===== src/hw/rtl/imurs_pkg.sv =====
`default_nettype none
// ---------------------------------------------------------------------------
// imurs_pkg
// shared constants and a helper function for the imu running statistics block
// ---------------------------------------------------------------------------
package imurs_pkg;
    localparam int SENSOR_GROUPS     = 3;
    localparam int PERIOD_COUNT_BITS = 24;
    localparam int NUM_CH            = (SENSOR_GROUPS >= 3) ? 9 : 6;
    localparam int CH_W              = 4;

    localparam int SUM_W  = 40;
    localparam int SQ_W   = 56;
    localparam int ISUM_W = 32;
    localparam int ISQ_W  = 48;

    // memory word: sum, square sum, lowest, highest
    localparam int WORD_W = SUM_W + SQ_W + 32;
    localparam int MEM_D  = 12;
    localparam int MEM_AW = 4;
    // interval accumulators live at entries 9..11
    localparam logic [MEM_AW-1:0] IADDR0 = 4'd9;

    localparam logic signed [15:0] LOW_RESET  = 16'sd16000;
    localparam logic signed [15:0] HIGH_RESET = -16'sd16000;

    localparam logic [31:0] PERIOD_MAX = (32'd1 << PERIOD_COUNT_BITS) - 32'd1;

    localparam int REG_INTERVAL = 0;
    localparam int REG_FRACTION = 1;

    localparam logic KIND_RANGE = 1'b0;
    localparam logic KIND_STATS = 1'b1;

    function automatic logic [15:0] full_scale(input logic [1:0] k);
        case (k)
            2'd0:    full_scale = 16'd2000;
            2'd1:    full_scale = 16'd4000;
            2'd2:    full_scale = 16'd6000;
            default: full_scale = 16'd8000;
        endcase
    endfunction
endpackage
`default_nettype wire


===== src/hw/rtl/imurs_ram.sv =====
`default_nettype none
// ---------------------------------------------------------------------------
// imurs_ram
// generic single port ram with registered read
// ---------------------------------------------------------------------------
module imurs_ram #(
    parameter int WIDTH = 8,
    parameter int DEPTH = 16
) (
    input  wire logic                     i_clk,
    input  wire logic                     i_we,
    input  wire logic [$clog2(DEPTH)-1:0] i_addr,
    input  wire logic [WIDTH-1:0]         i_wdata,
    output logic      [WIDTH-1:0]         o_rdata
);
    logic [WIDTH-1:0] mem [DEPTH];

    always_ff @(posedge i_clk) begin
        if (i_we) begin
            mem[i_addr] <= i_wdata;
        end
        o_rdata <= mem[i_addr];
    end
endmodule
`default_nettype wire


===== src/hw/rtl/imu_running_stats_autorange_core.sv =====
`default_nettype none
// ---------------------------------------------------------------------------
// imu_running_stats_autorange_core
// running per-channel statistics with accelerometer range selection
// ---------------------------------------------------------------------------
// Samples enter on the s_axis channel (nine 16 bit axes plus period_due in
// tuser). Results leave on m_axis: a range decision at each interval end
// and, when period_due is set there, one statistics transfer per channel.
// tlast marks the final result of a sample. Most samples produce nothing.
// All per-channel state sits in one 12 entry ram, read-modify-written one
// entry at a time by a sequencer; one sample is processed at a time.
// A plain sample reads and updates each channel entry in turn, then the three
// interval entries, then is checked for an interval end before next ready.
// At an interval end each accelerometer axis needs two 56 bit divisions
// (one quotient bit per cycle) and a 32 step square root; each statistics
// channel of a period report needs the same.
// After reset a clearing pass loads reset values into all 12 ram entries;
// no sample is taken meanwhile. When m_axis stalls the sequencer holds
// at the result it is presenting and accepts no new sample.
// ---------------------------------------------------------------------------
module imu_running_stats_autorange_core (
    input  wire logic         i_clk,
    input  wire logic         i_rst_n,
    input  wire logic         i_cfg_we,
    input  wire logic [0:0]   i_cfg_index,
    input  wire logic [15:0]  i_cfg_wdata,
    input  wire logic         s_axis_tvalid,
    output logic              s_axis_tready,
    // acc_x, acc_y, acc_z, gyro_x, gyro_y, gyro_z, mag_x, mag_y, mag_z
    input  wire logic [143:0] s_axis_tdata,
    // period_due
    input  wire logic [0:0]   s_axis_tuser,
    output logic              m_axis_tvalid,
    input  wire logic         m_axis_tready,
    // channel, mean_value, spread, lowest, highest, range_code, pad
    output logic [71:0]       m_axis_tdata,
    // kind
    output logic [0:0]        m_axis_tuser,
    output logic              m_axis_tlast
);
    import imurs_pkg::*;

    typedef enum logic [4:0] {
        S_CLEAR, S_IDLE, S_RD, S_UPD, S_IRD, S_IUPD, S_CHK,
        S_ARD, S_AWAIT, S_DIV1, S_DIV2, S_ROOT, S_AFIN,
        S_RANGE, S_ROUT,
        S_PRD, S_PWAIT, S_PDIV1, S_PDIV2, S_PROOT, S_POUT, S_PCLR
    } t_state;

    t_state r_state;
    logic [15:0] r_interval_len;
    logic [7:0]  r_frac;
    logic [15:0] r_icnt;
    logic [31:0] r_pcnt;
    logic [143:0] r_samp;
    logic        r_due;
    logic        r_addp;
    logic [MEM_AW-1:0] r_idx;

    // ram
    logic              m_we;
    logic [MEM_AW-1:0] m_addr;
    logic [WORD_W-1:0] m_wdata, m_rdata;

    imurs_ram #(.WIDTH(WORD_W), .DEPTH(MEM_D)) u_ram (
        .i_clk  (i_clk),
        .i_we   (m_we),
        .i_addr (m_addr),
        .i_wdata(m_wdata),
        .o_rdata(m_rdata)
    );

    logic signed [SUM_W-1:0] rd_sum;
    logic [SQ_W-1:0]         rd_sq;
    logic signed [15:0]      rd_lo, rd_hi;
    assign rd_sum = m_rdata[SUM_W-1:0];
    assign rd_sq  = m_rdata[SUM_W +: SQ_W];
    assign rd_lo  = m_rdata[SUM_W+SQ_W +: 16];
    assign rd_hi  = m_rdata[SUM_W+SQ_W+16 +: 16];

    function automatic logic signed [15:0] s_axis_tdata_hold(input logic [3:0] i);
        s_axis_tdata_hold = r_samp[i*16 +: 16];
    endfunction

    // sample of current channel
    logic [3:0] samp_sel;
    logic signed [15:0] cur_s;
    logic signed [31:0] r_sq;
    assign samp_sel = (r_idx >= IADDR0) ? (r_idx - IADDR0) : r_idx;
    assign cur_s = s_axis_tdata_hold(samp_sel);

    // divide / root shared registers
    logic [SQ_W-1:0]  r_num;      // dividend magnitude / quotient
    logic [SQ_W:0]    r_rem;
    logic [31:0]      r_den;
    logic [5:0]       r_step;
    logic             r_neg;
    logic [SQ_W-1:0]  r_sqv;
    logic signed [15:0] r_lo, r_hi;
    logic [16:0]      r_mean_abs;
    logic signed [15:0] r_mean;
    logic [63:0]      r_rv;       // root operand
    logic [33:0]      r_res;
    logic [63:0]      r_bit;
    logic [23:0]      r_v [3];
    logic [2:0]       r_code;
    logic [1:0]       r_k;

    logic [SQ_W:0] rem_sh;
    assign rem_sh = {r_rem[SQ_W-1:0], r_num[SQ_W-1]};

    // output register
    logic r_ovalid;
    assign m_axis_tvalid = r_ovalid;
    assign s_axis_tready = (r_state == S_IDLE);

    logic [31:0] msq;
    assign msq = r_mean_abs[15:0] * r_mean_abs[15:0];

    logic [SQ_W-1:0] var_q;
    assign var_q = (r_num > {24'd0, msq}) ? (r_num - {24'd0, msq}) : '0;

    logic [23:0] thr;
    assign thr = 24'(full_scale(r_k)) * 24'(r_frac);

    logic [31:0] div_n;
    assign div_n = (r_state inside {S_DIV1, S_DIV2, S_ARD, S_AWAIT})
                   ? ((r_icnt == 16'd0) ? 32'd1 : {16'd0, r_icnt})
                   : ((r_pcnt == 32'd0) ? 32'd1 : r_pcnt);

    always_comb begin
        m_we    = 1'b0;
        m_addr  = r_idx;
        m_wdata = m_rdata;
        case (r_state)
            S_CLEAR: begin
                m_we    = 1'b1;
                m_wdata = {HIGH_RESET, LOW_RESET, {SQ_W{1'b0}}, {SUM_W{1'b0}}};
            end
            S_UPD: begin
                m_we = 1'b1;
                m_wdata[SUM_W+SQ_W +: 16]    = (cur_s < rd_lo) ? cur_s : rd_lo;
                m_wdata[SUM_W+SQ_W+16 +: 16] = (cur_s > rd_hi) ? cur_s : rd_hi;
                if (r_addp) begin
                    m_wdata[SUM_W-1:0]   = rd_sum + SUM_W'(cur_s);
                    m_wdata[SUM_W +: SQ_W] = rd_sq + SQ_W'($unsigned(r_sq));
                end
            end
            S_IUPD: begin
                m_we = 1'b1;
                m_wdata[SUM_W-1:0]     = rd_sum + SUM_W'(cur_s);
                m_wdata[SUM_W +: SQ_W] = rd_sq + SQ_W'($unsigned(r_sq));
            end
            S_AFIN: begin
                m_we    = 1'b1;
                m_wdata = '0;
            end
            S_PCLR: begin
                m_we    = 1'b1;
                m_wdata = {HIGH_RESET, LOW_RESET, {SQ_W{1'b0}}, {SUM_W{1'b0}}};
            end
            default: ;
        endcase
    end

    always_ff @(posedge i_clk) begin
        if (!i_rst_n) begin
            r_state        <= S_CLEAR;
            r_idx          <= '0;
            r_interval_len <= 16'd50;
            r_frac         <= 8'd205;
            r_icnt         <= '0;
            r_pcnt         <= '0;
            r_ovalid       <= 1'b0;
        end else begin
            if (i_cfg_we) begin
                if (i_cfg_index == 1'(REG_INTERVAL)) begin
                    r_interval_len <= i_cfg_wdata;
                end else begin
                    r_frac <= i_cfg_wdata[7:0];
                end
            end
            if (r_ovalid && m_axis_tready) begin
                r_ovalid <= 1'b0;
            end
            r_sq <= cur_s * cur_s;
            case (r_state)
                S_CLEAR: begin
                    r_idx <= r_idx + 1'b1;
                    if (r_idx == 4'(IADDR0 + 2)) begin
                        r_idx   <= '0;
                        r_state <= S_IDLE;
                    end
                end
                S_IDLE: begin
                    if (s_axis_tvalid) begin
                        r_samp  <= s_axis_tdata;
                        r_due   <= s_axis_tuser[0];
                        r_addp  <= (r_pcnt < PERIOD_MAX);
                        r_idx   <= '0;
                        r_state <= S_RD;
                    end
                end
                S_RD: r_state <= S_UPD;
                S_UPD: begin
                    if (r_idx == 4'(NUM_CH - 1)) begin
                        r_idx   <= IADDR0;
                        r_state <= S_IRD;
                        if (r_addp) r_pcnt <= r_pcnt + 32'd1;
                    end else begin
                        r_idx   <= r_idx + 1'b1;
                        r_state <= S_RD;
                    end
                end
                S_IRD: r_state <= S_IUPD;
                S_IUPD: begin
                    if (r_idx == 4'(IADDR0 + 2)) begin
                        r_icnt  <= r_icnt + 16'd1;
                        r_state <= S_CHK;
                    end else begin
                        r_idx   <= r_idx + 1'b1;
                        r_state <= S_IRD;
                    end
                end
                S_CHK: begin
                    if (r_icnt >= r_interval_len || r_icnt == 16'd0) begin
                        r_idx   <= IADDR0;
                        r_state <= S_ARD;
                    end else begin
                        r_state <= S_IDLE;
                    end
                end
                S_ARD, S_PRD: r_state <= (r_state == S_ARD) ? S_AWAIT : S_PWAIT;
                S_AWAIT, S_PWAIT: begin
                    // start signed sum divide
                    r_sqv  <= rd_sq;
                    r_lo   <= rd_lo;
                    r_hi   <= rd_hi;
                    r_neg  <= rd_sum[SUM_W-1];
                    r_num  <= SQ_W'(rd_sum[SUM_W-1] ? -rd_sum : rd_sum);
                    r_rem  <= '0;
                    r_den  <= div_n;
                    r_step <= '0;
                    r_state <= (r_state == S_AWAIT) ? S_DIV1 : S_PDIV1;
                end
                S_DIV1, S_PDIV1: begin
                    if (rem_sh >= {25'd0, r_den}) begin
                        r_rem <= rem_sh - {25'd0, r_den};
                        r_num <= {r_num[SQ_W-2:0], 1'b1};
                    end else begin
                        r_rem <= rem_sh;
                        r_num <= {r_num[SQ_W-2:0], 1'b0};
                    end
                    r_step <= r_step + 6'd1;
                    if (r_step == 6'(SQ_W - 1)) begin
                        r_state <= (r_state == S_DIV1) ? S_DIV2 : S_PDIV2;
                        r_step  <= '0;
                    end
                end
                S_DIV2, S_PDIV2: begin
                    if (r_step == 6'd0) begin
                        // capture mean from quotient, start square sum divide
                        r_mean_abs <= r_num[16:0];
                        r_mean     <= r_neg ? -r_num[15:0] : r_num[15:0];
                        r_num      <= r_sqv;
                        r_rem      <= '0;
                        r_step     <= 6'd1;
                    end else begin
                        if (rem_sh >= {25'd0, r_den}) begin
                            r_rem <= rem_sh - {25'd0, r_den};
                            r_num <= {r_num[SQ_W-2:0], 1'b1};
                        end else begin
                            r_rem <= rem_sh;
                            r_num <= {r_num[SQ_W-2:0], 1'b0};
                        end
                        r_step <= r_step + 6'd1;
                        if (r_step == 6'(SQ_W)) begin
                            r_step  <= '0;
                            r_state <= (r_state == S_DIV2) ? S_ROOT : S_PROOT;
                        end
                    end
                end
                S_ROOT, S_PROOT: begin
                    if (r_step == 6'd0) begin
                        r_rv   <= 64'(var_q);
                        r_res  <= '0;
                        r_bit  <= 64'd1 << 62;
                        r_step <= 6'd1;
                    end else if (r_bit == 64'd0) begin
                        r_step  <= '0;
                        if (r_state == S_ROOT) begin
                            r_v[2'(r_idx - IADDR0)] <= 24'(r_mean_abs) + 24'(r_res);
                            r_state <= S_AFIN;
                        end else begin
                            r_ovalid <= 1'b1;
                            r_state  <= S_POUT;
                        end
                    end else begin
                        if (r_rv >= 64'(r_res) + r_bit) begin
                            r_rv  <= r_rv - (64'(r_res) + r_bit);
                            r_res <= 34'((64'(r_res) >> 1) + r_bit);
                        end else begin
                            r_res <= r_res >> 1;
                        end
                        r_bit <= r_bit >> 2;
                    end
                end
                S_AFIN: begin
                    if (r_idx == 4'(IADDR0 + 2)) begin
                        r_k     <= '0;
                        r_code  <= 3'd5;
                        r_state <= S_RANGE;
                    end else begin
                        r_idx   <= r_idx + 1'b1;
                        r_state <= S_ARD;
                    end
                end
                S_RANGE: begin
                    if ({r_v[0], 8'd0} < {8'd0, thr} && {r_v[1], 8'd0} < {8'd0, thr}
                        && {r_v[2], 8'd0} < {8'd0, thr}) begin
                        r_code   <= 3'(r_k) + 3'd1;
                        r_ovalid <= 1'b1;
                        r_state  <= S_ROUT;
                    end else if (r_k == 2'd3) begin
                        r_ovalid <= 1'b1;
                        r_state  <= S_ROUT;
                    end else begin
                        r_k <= r_k + 2'd1;
                    end
                end
                S_ROUT: begin
                    if (m_axis_tready) begin
                        r_icnt <= '0;
                        if (r_due) begin
                            r_idx   <= '0;
                            r_state <= S_PRD;
                        end else begin
                            r_state <= S_IDLE;
                        end
                    end
                end
                S_POUT: begin
                    if (m_axis_tready) begin
                        r_state <= S_PCLR;
                    end
                end
                S_PCLR: begin
                    if (r_idx == 4'(NUM_CH - 1)) begin
                        r_pcnt  <= '0;
                        r_state <= S_IDLE;
                    end else begin
                        r_idx   <= r_idx + 1'b1;
                        r_state <= S_PRD;
                    end
                end
                default: r_state <= S_IDLE;
            endcase
        end
    end

    logic out_stats;
    assign out_stats = (r_state == S_POUT);
    assign m_axis_tuser = out_stats ? KIND_STATS : KIND_RANGE;
    assign m_axis_tlast = out_stats ? (r_idx == 4'(NUM_CH - 1)) : !r_due;
    assign m_axis_tdata = out_stats
        ? {1'b0, 3'd0, r_hi, r_lo, r_res[15:0], r_mean, r_idx}
        : {1'b0, r_code, 16'd0, 16'd0, 16'd0, 16'd0, 4'd0};
endmodule
`default_nettype wire


===== config.mk =====
export PLATFORM = sky130hd
export DESIGN_NAME = imu_running_stats_autorange_core
export DESIGN_NICKNAME = d
export VERILOG_FILES = /design/src/hw/rtl/imurs_pkg.sv /design/src/hw/rtl/imurs_ram.sv /design/src/hw/rtl/imu_running_stats_autorange_core.sv
export SDC_FILE = /design/constraint.sdc
export NUM_CORES = 2
export LEC_CHECK = 0
export ABC_AREA = 1
export ABC_CLOCK_PERIOD_IN_PS = 13900
export BUFFER_PORTS_ARGS = -buffer_cell sky130_fd_sc_hd__buf_2
export CAP_MARGIN = 25
export CORE_ASPECT_RATIO = 1.25
export CORE_MARGIN = 4
export CORE_UTILIZATION = 64
export CTS_BUF_LIST = sky130_fd_sc_hd__clkbuf_8
export CTS_CLUSTER_SIZE = 25
export DETAILED_ROUTE_END_ITERATION = 16
export PLACE_DENSITY = 0.81
export SLEW_MARGIN = 30
export SYNTH_ARGS = -nofsm -noshare
export SYNTH_HDL_FRONTEND = slang
export SYNTH_SLANG_ARGS = --single-unit

===== constraint.sdc =====
create_clock -name i_clk -period 13.9 [get_ports i_clk]
set_clock_uncertainty 0.2 [all_clocks]
set_input_delay 2.78 -clock i_clk [delete_from_list [all_inputs] [get_ports i_clk]]
set_output_delay 2.78 -clock i_clk [all_outputs]
set_load 0.05 [all_outputs]

==> impl_results.md <==
* Placer Congestion at 1.02
* Worst setup startpoint: m_addr[0]$_SDFFE_PN0P_
* Overflow after GRT at 0
* Max Clk Rate at 89.2 MHz
* Top cells by area, synth: edfxtp_1 (51%), fa_1 (6.9%), ha_1 (5.5%), nand2_1 (5.1%), o21ai_0 (5.0%)
* CP peak stage delay at 890 ps
* Max cap viols at 0
* First-pass GRT wire length at 569 mm
* Hold Path Depth at 2
* Die ar. at 210000 um^2
* Synth Cell Area at 130000 um^2
* Vias in the first global route at 99000
* Chip height at 511 um
* Synth-to-Final Area Change at 8.84%
* Worst Setup End Kind: flop
* Critical Path AT at 11840 ps
* Clk buf depth at 4
* Num ports at 243
* Pin count of the biggest net entering global routing at 249
* Vias post-DR at 99900
* Synth Register Bits at 2401
* CTS Buf Count at 368
* Final Setup Violations at 0
* Seq/Total Area, Yosys at 0.540
* Setup CP Type: flop to flop
* WP buf/inv at 6
* Req. time, crit path at 14530 ps
* Post-cts repair resize count at 0
* H-tree depth at 5
* CTS tree: yes
* Rows at 184
* Area leader, netlist: edfxtp_1
* Starting density of the core at 0.644
* Clk_lat worst skew at 1110 ps
* Cell at the slowest stage of the critical path: dfxtp_4
* Port bufs at 241
* Status: completed
* Hold WC Path Type: flop to flop
* Synth top area share at 0.507
* Nets@finish at 14400
* Synth warnings at 0
* Fillers at 14600
* Routed len/inst at 23.3 um
* Mean post-synth cell area at 10.0 um^2
* Final Cycle Share at 0.806
* Syn Nets at 14100
* Post-layout util at 0.701
* Vias per inst at 6.17
* R2r endpoint: r_sq[29]$_DFFE_PP_
* Initial DRC Count at 12100
* Critical Path Fanout Max at 123
* Post-route DRC at 0
* Initial antenna violation count at 20
* HP Start: r_interval_len[6]$_SDFFE_PN0P_
* Async S/R FF share, synth at 0
* Clock Pin Slew Worst Setup and Hold Paths at 60 ps
* Layout cells sized above 1 at 0.0764
* Commonest non-fill, non-tap cell in the layout: edfxtp_1
* Netlist cell types at 79
* CP startpoint kind: flop
* Max_slew headroom at 0.257
* Sink Count at 2401
* Cell count of the worst reg-to-reg path at 32
* Crit-path leading delay family: adder cells
* Post-route ant nets at 0
* Setup repair after global routing missed its margin: no
* Root Driver: clkbuf_8
* Core Box Area at 201000 um^2
* Final Hold Viols at 0
* CP dominant cell by count: fa_1
* Top FF cell, synth: edfxtp_1
* Sum Neg Setup Slack at 0 ps
* 1st-pass router iterations at 7
* Tmin final at 11210 ps
* Gr usage total at 0.353
* Total wire length at 378 mm
* Max-slew violation count at 0
* Setup bufs post-CTS at 0
* Worst path depth at 32
* Worst slew pin tran at 1110 ps
* Critical R2R Launch: m_addr[0]$_SDFFE_PN0P_
* Die X at 411 um
* R2R setup slack at 2690 ps
* Gate Count Post-Synth at 12900
* Count of flip-flops with a built-in enable after synthesis at 2191
* Hold-fix buffers at CTS at 0
* Commonest non-fill, non-tap cells in the layout: edfxtp_1 (2191), inv_1 (1786), nand2_1 (1767)
* Dpl hpwl at 251 mm
* Worst setup endpoint: r_sq[29]$_DFFE_PP_
logic make-up after synthesis:
logic type | after synthesis | synth area share
compound gates | 2761 | 0.118
xor+xnor | 303 | 0.0205
fa+ha+maj | 1018 | 0.124
buf+inv | 2156 | 0.0629
flops | 2401 | 0.540
mux | 1 | 0.0000868
other cells | 1 | 0.0000289
simple gates | 4274 | 0.135
state kept, by name (all words and copies together), names as in the netlist, 31 cells and up:
register       flops
r_bit             32
r_sq              31
r_samp           144
r_den             32
r_rem             56
r_res             34
r_num             56
r_sqv             56
r_pcnt            32
r_rv              64
u_ram.o_rdata    128
r_v               72
u_ram.mem       1536
per-stage QoR:
stage	hold WS [ps]	instances	instance area [um^2]	setup WS [ps]
2_1_floorplan	206	12900	130000	1430
3_3_place_gp	233	15500	134000	2850
3_5_place_dp	236	15500	134000	2690
4_1_cts	262	16200	141000	2690
5_1_grt	279	16200	141000	2220
6_report	263	16200	141000	2690
how the worst min path moves through the flow:
| stage | endpoint | slack [ps] |
|---|---|---|
| 3_3_place_gp | r_hi[14]$_DFFE_PP_ | 230 |
| 4_1_cts | r_hi[1]$_DFFE_PP_ | 260 |
| 3_5_place_dp | r_hi[14]$_DFFE_PP_ | 240 |
| 5_1_grt | r_hi[13]$_DFFE_PP_ | 280 |
| 6_report | r_interval_len[6]$_SDFFE_PN0P_ | 260 |
| 2_1_floorplan | r_neg$_DFFE_PP_ | 210 |
worst min-delay path, delay by kind of cell (launching register included):
kind / cells / cell delay [ps]
buffers and inverters: 1 / 60
flip-flops: 1 / 300
AO/OA/AOI/OAI: 1 / 60
area by class of cell:
| class | instances | area (um^2) | share of cell area |
|---|---|---|---|
| diodes | 14 | 35.0 | 0.000248 |
| clock inverters | 250 | 1510 | 0.0107 |
| inverters | 1673 | 6300 | 0.0446 |
| flip-flops and latches | 2401 | 70000 | 0.496 |
| multi-input cells | 8358 | 51800 | 0.367 |
| repair buffers | 396 | 2550 | 0.0181 |
| clock buffers | 408 | 5620 | 0.0398 |
| well taps | 2697 | 3370 | 0.0239 |
synthesized netlist by cell type (all sizes together) (5+ instances only):
cell type	count
inv	1665
a21boi	17
nand3	462
and3	8
clkinv	8
o21ai	1344
nand4	71
o22ai	436
and2	5
a22oi	35
a2111oi	6
nand3b	6
nor3	135
o21a	28
a21o	24
a211oi	14
a221oi	8
clkbuf	422
o211ai	36
ha	571
xnor2	123
o2111ai	6
a32o	13
nor4	61
o221ai	21
nand2	1790
nor2	1701
o31ai	12
fa	447
or2	26
dfxtp	210
o21bai	26
a21oi	655
xor2	180
nor3b	5
buf	61
a31oi	56
edfxtp	2191
layer usage:
metal / global-route usage / routed length [um] / share of wire
met1: 0.447 / 136000 / 0.36
met2: 0.570 / 179000 / 0.47
met3: 0.0698 / 39000 / 0.10
met4: 0.206 / 23800 / 0.063
met5: 0 / 94 / 0.00025
Power is left out: the tool's default activity adds up to more than one toggle a clock period on the data nets, which glitch-free logic cannot reach.
